## src/sv/assert_macros.svh

```systemverilog
// assertion macros used by the top-level rtl file
`ifndef ASSERT_MACROS_SVH
`define ASSERT_MACROS_SVH

`ifndef SYNTH

// antecedent holds, consequent holds in the same cycle
`define ASSERT_SAME(lbl, clk, rst_n, pre, post) \
	lbl: assert property (@(posedge clk) disable iff (!rst_n) (pre) |-> (post)) \
		else $error("assertion failed");

// antecedent holds, consequent holds in the next cycle
`define ASSERT_NEXT(lbl, clk, rst_n, pre, post) \
	lbl: assert property (@(posedge clk) disable iff (!rst_n) (pre) |=> (post)) \
		else $error("assertion failed");

`else

`define ASSERT_SAME(lbl, clk, rst_n, pre, post)
`define ASSERT_NEXT(lbl, clk, rst_n, pre, post)

`endif

`endif

```

## src/sv/sts_pkg.sv

```systemverilog
// shared types, constants and the sine table for the dac streamer
package sts_pkg;

	localparam int TABLE_DEPTH = 256;
	localparam int PHASE_W = $clog2(TABLE_DEPTH);
	localparam int FRAME_BITS = 16;
	localparam int BIT_POS_W = $clog2(FRAME_BITS);
	localparam int QUEUE_DEPTH = 2;
	localparam int QPTR_W = $clog2(QUEUE_DEPTH);
	localparam int QCNT_W = $clog2(QUEUE_DEPTH + 1);

	localparam logic [3:0] NIBBLE_RESET = 4'd3;
	localparam logic [63:0] HALF_PI_Q30 = 64'd1686629713;
	localparam logic [63:0] ONE_Q30 = 64'd1 << 30;

	typedef enum logic {
		CMD_SINE = 1'b0,
		CMD_VALUE = 1'b1
	} cmd_t;

	typedef logic [7:0] sine_rom_t [TABLE_DEPTH];

	// one framed dac word moving between front and back
	typedef struct packed {
		logic vld;
		logic [FRAME_BITS-1:0] word;
	} frame_t;

	// q30 taylor series of sin on the first quadrant
	function automatic logic [63:0] sine_q30(logic [63:0] r);
		logic [63:0] x;
		logic [63:0] x2;
		logic [63:0] term;
		logic [63:0] sum;
		x = (HALF_PI_Q30 * r) / 64'(TABLE_DEPTH);
		x2 = (x * x) >> 30;
		term = x;
		sum = x;
		term = ((term * x2) >> 30) / 64'd6;
		sum = (sum >= term) ? sum - term : 64'd0;
		term = ((term * x2) >> 30) / 64'd20;
		sum = sum + term;
		term = ((term * x2) >> 30) / 64'd42;
		sum = (sum >= term) ? sum - term : 64'd0;
		term = ((term * x2) >> 30) / 64'd72;
		sum = sum + term;
		term = ((term * x2) >> 30) / 64'd110;
		sum = (sum >= term) ? sum - term : 64'd0;
		term = ((term * x2) >> 30) / 64'd156;
		sum = sum + term;
		term = ((term * x2) >> 30) / 64'd210;
		sum = (sum >= term) ? sum - term : 64'd0;
		return (sum > ONE_Q30) ? ONE_Q30 : sum;
	endfunction

	function automatic logic [7:0] sine_entry(int unsigned i);
		logic [63:0] d;
		logic [63:0] m;
		logic [63:0] r;
		logic [63:0] mag;
		logic [63:0] num;
		logic [63:0] v;
		logic neg;
		d = 64'(TABLE_DEPTH);
		m = 64'(i) << 2;
		// fold to the first quadrant
		if (m <= d) begin
			r = m;
			neg = 1'b0;
		end else if (m <= 2 * d) begin
			r = 2 * d - m;
			neg = 1'b0;
		end else if (m <= 3 * d) begin
			r = m - 2 * d;
			neg = 1'b1;
		end else begin
			r = 4 * d - m;
			neg = 1'b1;
		end
		if (r == 64'd0) begin
			mag = 64'd0;
		end else if (r == d) begin
			mag = ONE_Q30;
		end else begin
			mag = sine_q30(r);
		end
		num = neg ? (64'd1 << 38) - 64'd255 * mag : (64'd1 << 38) + 64'd255 * mag;
		v = num >> 31;
		return (v > 64'd255) ? 8'd255 : v[7:0];
	endfunction

	function automatic sine_rom_t build_sine_rom();
		sine_rom_t t;
		for (int unsigned i = 0; i < TABLE_DEPTH; i++) begin
			t[i] = sine_entry(i);
		end
		return t;
	endfunction

	localparam sine_rom_t SINE_ROM = build_sine_rom();

endpackage

```

## src/sv/sine_table_spi_dac_streamer.sv

```systemverilog
// top level: sine table / manual code streamer producing serial dac frames
//
//  channel | handshake       | payload
//  --------+-----------------+-------------------------------------
//  input   | push / full     | command, value
//  output  | empty / pop     | mosi_bit, bit_position, last_bit
//  config  | cfg_we          | cfg_wdata (dac control nibble)
//
// each command yields 16 output transfers, one frame bit per cycle while pop
// stays high; the serializer shift register paces the stream. a two-word queue
// lets the front take commands while a frame is still shifting. the first bit
// is visible once the word has been written into the queue and then loaded
// into the serializer. reset clears the phase, queue and serializer and sets
// the nibble to 3; the table is constant logic and needs no fill. a stalled
// pop holds the current bit; a full queue stalls push.
`include "assert_macros.svh"

module sine_table_spi_dac_streamer import sts_pkg::*; (
	input  logic                 clk,
	input  logic                 arst_n,
	input  logic                 cfg_we,
	input  logic [3:0]           cfg_wdata,
	input  logic                 push,
	output logic                 full,
	input  logic                 command,
	input  logic [7:0]           value,
	output logic                 empty,
	input  logic                 pop,
	output logic                 mosi_bit,
	output logic [BIT_POS_W-1:0] bit_position,
	output logic                 last_bit
);

	frame_t front_frame;
	frame_t queue_head;
	logic   queue_rd;
	logic   take;

	assign take = push && !full;

	sts_front u_front (
		.clk       (clk),
		.arst_n    (arst_n),
		.cfg_we    (cfg_we),
		.cfg_wdata (cfg_wdata),
		.take      (take),
		.command   (command),
		.value     (value),
		.frame     (front_frame)
	);

	sts_queue u_queue (
		.clk    (clk),
		.arst_n (arst_n),
		.wr     (front_frame),
		.full   (full),
		.rd     (queue_rd),
		.head   (queue_head)
	);

	sts_back u_back (
		.clk          (clk),
		.arst_n       (arst_n),
		.head         (queue_head),
		.rd           (queue_rd),
		.empty        (empty),
		.pop          (pop),
		.mosi_bit     (mosi_bit),
		.bit_position (bit_position),
		.last_bit     (last_bit)
	);

	// mid-frame transfer advances the bit position by one
	`ASSERT_NEXT(a_pos_step, clk, arst_n, !empty && pop && !last_bit, !empty && bit_position == $past(bit_position) + 1'b1)
	// an idle serializer picks up a waiting word at once
	`ASSERT_NEXT(a_load_idle, clk, arst_n, empty && queue_head.vld, !empty && bit_position == '0)
	// last bit done with a word waiting starts the next frame without a gap
	`ASSERT_NEXT(a_no_gap, clk, arst_n, !empty && pop && last_bit && queue_head.vld, !empty && bit_position == '0)
	// the queue never reads while nothing is waiting
	`ASSERT_SAME(a_rd_vld, clk, arst_n, queue_rd, queue_head.vld)

endmodule

```

## src/sv/sts_front.sv

```systemverilog
// front end: takes commands, looks up the sine table or passes the manual value, and builds the dac word
module sts_front import sts_pkg::*; (
	input  logic                 clk,
	input  logic                 arst_n,
	input  logic                 cfg_we,
	input  logic [3:0]           cfg_wdata,
	input  logic                 take,
	input  logic                 command,
	input  logic [7:0]           value,
	output frame_t               frame
);

	logic [PHASE_W-1:0] phase_q;
	logic [3:0]         nibble_q;
	logic [7:0]         data_byte;
	logic               is_sine;

	assign is_sine = (cmd_t'(command) == CMD_SINE);
	assign data_byte = is_sine ? SINE_ROM[phase_q] : value;

	assign frame.vld = take;
	assign frame.word = {nibble_q, data_byte, 4'b0000};

	always_ff @(posedge clk or negedge arst_n) begin
		if (!arst_n) begin
			phase_q <= '0;
			nibble_q <= NIBBLE_RESET;
		end else begin
			if (cfg_we) begin
				nibble_q <= cfg_wdata;
			end
			// the phase only moves on a sine request
			if (take && is_sine) begin
				if (phase_q == PHASE_W'(TABLE_DEPTH - 1)) begin
					phase_q <= '0;
				end else begin
					phase_q <= phase_q + 1'b1;
				end
			end
		end
	end

endmodule

```

## src/sv/sts_queue.sv

```systemverilog
// short word queue between the front end and the serializer
module sts_queue import sts_pkg::*; (
	input  logic   clk,
	input  logic   arst_n,
	input  frame_t wr,
	output logic   full,
	input  logic   rd,
	output frame_t head
);

	logic [FRAME_BITS-1:0] mem_q [QUEUE_DEPTH];
	logic [QPTR_W-1:0]     wr_ptr_q;
	logic [QPTR_W-1:0]     rd_ptr_q;
	logic [QCNT_W-1:0]     cnt_q;
	logic                  do_wr;
	logic                  do_rd;

	assign full = (cnt_q == QCNT_W'(QUEUE_DEPTH));
	assign head.vld = (cnt_q != '0);
	assign head.word = mem_q[rd_ptr_q];
	assign do_wr = wr.vld && !full;
	assign do_rd = rd && head.vld;

	always_ff @(posedge clk) begin
		if (do_wr) begin
			mem_q[wr_ptr_q] <= wr.word;
		end
	end

	always_ff @(posedge clk or negedge arst_n) begin
		if (!arst_n) begin
			wr_ptr_q <= '0;
			rd_ptr_q <= '0;
			cnt_q <= '0;
		end else begin
			if (do_wr) begin
				wr_ptr_q <= (wr_ptr_q == QPTR_W'(QUEUE_DEPTH - 1)) ? '0 : wr_ptr_q + 1'b1;
			end
			if (do_rd) begin
				rd_ptr_q <= (rd_ptr_q == QPTR_W'(QUEUE_DEPTH - 1)) ? '0 : rd_ptr_q + 1'b1;
			end
			if (do_wr && !do_rd) begin
				cnt_q <= cnt_q + 1'b1;
			end else if (do_rd && !do_wr) begin
				cnt_q <= cnt_q - 1'b1;
			end
		end
	end

endmodule

```

## src/sv/sts_back.sv

```systemverilog
// back end: shifts each dac word out msb first, one bit per transfer
module sts_back import sts_pkg::*; (
	input  logic                 clk,
	input  logic                 arst_n,
	input  frame_t               head,
	output logic                 rd,
	output logic                 empty,
	input  logic                 pop,
	output logic                 mosi_bit,
	output logic [BIT_POS_W-1:0] bit_position,
	output logic                 last_bit
);

	logic [FRAME_BITS-1:0] word_q;
	logic [BIT_POS_W-1:0]  cnt_q;
	logic                  busy_q;
	logic                  xfer;
	logic                  at_last;

	assign at_last = (cnt_q == BIT_POS_W'(FRAME_BITS - 1));
	assign xfer = pop && busy_q;
	// reload when idle, or straight after the last bit leaves
	assign rd = head.vld && (!busy_q || (xfer && at_last));

	assign empty = !busy_q;
	assign mosi_bit = word_q[FRAME_BITS-1];
	assign bit_position = cnt_q;
	assign last_bit = at_last;

	always_ff @(posedge clk) begin
		if (rd) begin
			word_q <= head.word;
		end else if (xfer) begin
			word_q <= {word_q[FRAME_BITS-2:0], 1'b0};
		end
	end

	always_ff @(posedge clk or negedge arst_n) begin
		if (!arst_n) begin
			busy_q <= 1'b0;
			cnt_q <= '0;
		end else if (rd) begin
			busy_q <= 1'b1;
			cnt_q <= '0;
		end else if (xfer) begin
			if (at_last) begin
				busy_q <= 1'b0;
				cnt_q <= '0;
			end else begin
				cnt_q <= cnt_q + 1'b1;
			end
		end
	end

endmodule
```

## config.mk

```make
export PLATFORM = sky130hd
export DESIGN_NAME = sine_table_spi_dac_streamer
export DESIGN_NICKNAME = d
export VERILOG_FILES = /design/src/sv/sts_pkg.sv /design/src/sv/sine_table_spi_dac_streamer.sv /design/src/sv/sts_front.sv /design/src/sv/sts_queue.sv /design/src/sv/sts_back.sv
export VERILOG_INCLUDE_DIRS = /design/src /design/src/sv
export SDC_FILE = /design/constraint.sdc
export NUM_CORES = 1
export LEC_CHECK = 0
export BUFFER_PORTS_ARGS = -buffer_cell sky130_fd_sc_hd__buf_2
export CAP_MARGIN = 20
export CORE_AREA = 2 2 95 106
export DETAILED_ROUTE_END_ITERATION = 10
export DIE_AREA = 0 0 97 108
export PLACE_DENSITY = 0.75
export SYNTH_ARGS = -nofsm -noshare
export SYNTH_HDL_FRONTEND = slang
export SYNTH_SLANG_ARGS = --single-unit
```

## constraint.sdc

```tcl
create_clock -name clk -period 4.9 [get_ports clk]
set_input_delay 0.245 -clock clk [delete_from_list [all_inputs] [get_ports clk]]
set_output_delay 0.245 -clock clk [all_outputs]
set_load 0.05 [all_outputs]
```

==> flow_metrics.tcl <==
set metrics [dict create \
    cts_resized 0 \
    avgSynthCellArea_sq_um 8.71 \
    final_core_util_pct 52.6 \
    maxCapViolations 0 \
    tns_ps 0 \
    overflow 0 \
    use_met2_pct 42.4 \
    power_density_nw_per_um2 731 \
    fin_cells 650 \
    seq_area_frac_synth_pct 35.0 \
    cts_buffers 9 \
    path_class "reg2reg" \
    grt_pass1_wl_mm 21.9 \
    setup_violations 0 \
    holdWs_ps 140 \
    core_sq_um 9310 \
    hold_viol_final 0 \
    antenna_left 0 \
    mostFrequentLayoutCells "nand2_1, o21ai_0, nor2_1, edfxtp_1, a21oi_1" \
    met1_usage_pct 34.1 \
    synth_edf_count 36 \
    final_net_count 563 \
    cp.arrival_ps 3490 \
    postCtsSetupRepairBufs 0 \
    drt-total-wl_mm 13.6 \
    globalplace.congestion 0.994 \
    power_mw 3.58 \
    drc 0 \
    drt-pass1-iter-count 6 \
    dr_total_vias 4349 \
    syn_inst 528 \
    use_met3_pct 4.85 \
    grt_max_degree 55 \
    skew_ps 10.3 \
    initial_core_util_pct 49.4 \
    clk_path_buf_depth 2 \
    cts_tree "done" \
    ir_worst_vdd_mv 0.354 \
    root_buffer "clkbuf_8" \
    yosysWarnings 0 \
    status "finished clean" \
    die_h_um 108 \
    antenna_found_initial 0 \
    cts_hold_buf 1 \
    fin_area_sq_um 4900 \
    synth_ff_type "edfxtp_1" \
    htree_levels 3 \
    min_path_type "in2reg" \
    clk_latency_ps 340 \
    hold_path_depth 2 \
    crit_fanout 18 \
    synth_seq_cells 57 \
    worst_pin_slew_ps 984 \
    grt.busiest_layer "met2" \
    fillers 850 \
    dieArea_sq_um 10500 \
    leakage_nw 1.89 \
    grt_use_total_pct 26.4 \
    drive_gt1_share_pct 14.1 \
    timing.fmax_mhz 300 \
    synth_fp_nets 563 \
    netlist_area_sq_um 4600 \
    antenna_cells 0 \
    clk_pin_slew_worst_paths_ps 70 \
    drv_slew 0 \
    first_iter_violations 644 \
    startpoint_type "flip-flop" \
    place_ws_ps 1740 \
    finalWorstSetupSlack_ps 1570 \
    end_kind "flip-flop" \
    portBuffers 25 \
    std_cell_rows 37 \
    synthToLayoutAreaGrowth_pct 6.48 \
    rsz0062_at_grt "false" \
    r2r_cells 8 \
    synth_cell_type_count 78 \
    clock_sinks 57 \
    final_common_cell "nand2_1" \
    routedWlPerCell_um 21.0 \
    async_flop_share_pct 36.8 \
    period_minus_slack_ps 3330 \
    fin_crit_sh_pct 68.0 \
    required_ps 5060 \
    ios 26 \
    max-slew-margin-rel_pct 34.4 \
    via_per_inst 6.69 \
    grt_pass1_vias 4124 \
    place_inst 632 \
    dp_hpwl_mm 9.36 \
    die_x_um 97 \
    postPlaceCellArea_sq_um 4660 \
]
[flip-flops by register name (all words and copies together), names as in the netlist]
name	flops
u_queue.mem_q	24
u_front.phase_q	8
u_back.bit_position	4
u_queue.cnt_q	2
u_back.busy_q	1
u_front.nibble_q	4
u_back.word_q	12
u_queue.rd_ptr_q	1
u_queue.wr_ptr_q	1
[kinds of logic (layout without fill, tap and decap cells)]
kind of cell,after synthesis,after routing,share of synthesized area (%)
and+or+nand+nor,180,180,19.9
AOI/OAI and AO/OA,175,175,25.4
buffers and inverters,67,72,7.81
DFF,57,57,35.0
muxes,23,23,5.52
adders and majority gates,17,17,4.63
xor gates and xnor gates,9,9,1.71
[worst paths after layout]
check / startpoint / end / slack [ps]
setup reg to reg: u_front.phase_q[1] / u_queue.mem_q[0][3] / 1570
max in group asynchronous: arst_n / u_front.phase_q[3] / 4120
hold / removal: cfg_wdata[1] / u_front.nibble_q[1] / 140
setup / recovery: u_front.phase_q[1] / u_queue.mem_q[0][3] / 1570
hold reg to reg: u_front.nibble_q[2] / u_queue.mem_q[0][10] / 470
min in group asynchronous: arst_n / u_queue.wr_ptr_q / 410
[where the power goes]
group,switching [mW],internal (mW)
Sequential,0.255,0.743
Combinational,1.34,0.758
Clock,0.200,0.286
Total,1.79,1.79
[cells in the mapped netlist (all sizes together) (17+ instances only)]
master,n,share of area (%)
a21oi,31,3.4
edfxtp,36,24
nor2,39,3.5
o21ai,52,5.7
nand2b,20,2.9
buf,30,4.8
nor3,18,2.2
dfrtp,19,10
nand2,55,4.7
inv,21,1.7
ha,17,4.6
[final cells by class]
class	count	area, sq um	share of cell area [%]
well taps	117	146	2.99
flip-flops and latches	57	1610	32.9
multi-input cells	404	2630	53.7
inverters	22	82.6	1.69
clock inverters	7	93.8	1.92
repair buffers	34	208	4.24
clock buffers	9	124	2.53
[routing by layer]
| layer | vias to the layer above | routed length, um |
|---|---|---|
| li1 | 1955 | - |
| met1 | 2081 | 5420 |
| met2 | 268 | 6470 |
| met3 | 45 | 1150 |
| met4 | 0 | 591 |
| met5 | - | 0 |
[critical path: stages (launching register included)]
cell       delay, ps
dfrtp_1          750
inv_1            330
ha_1             750
nor2_1           140
a21o_1           180
a2111oi_1        450
a211o_1          170
o211ai_1          80
a32oi_1          280
No activity file was read; power rests on OpenSTA's default activity.
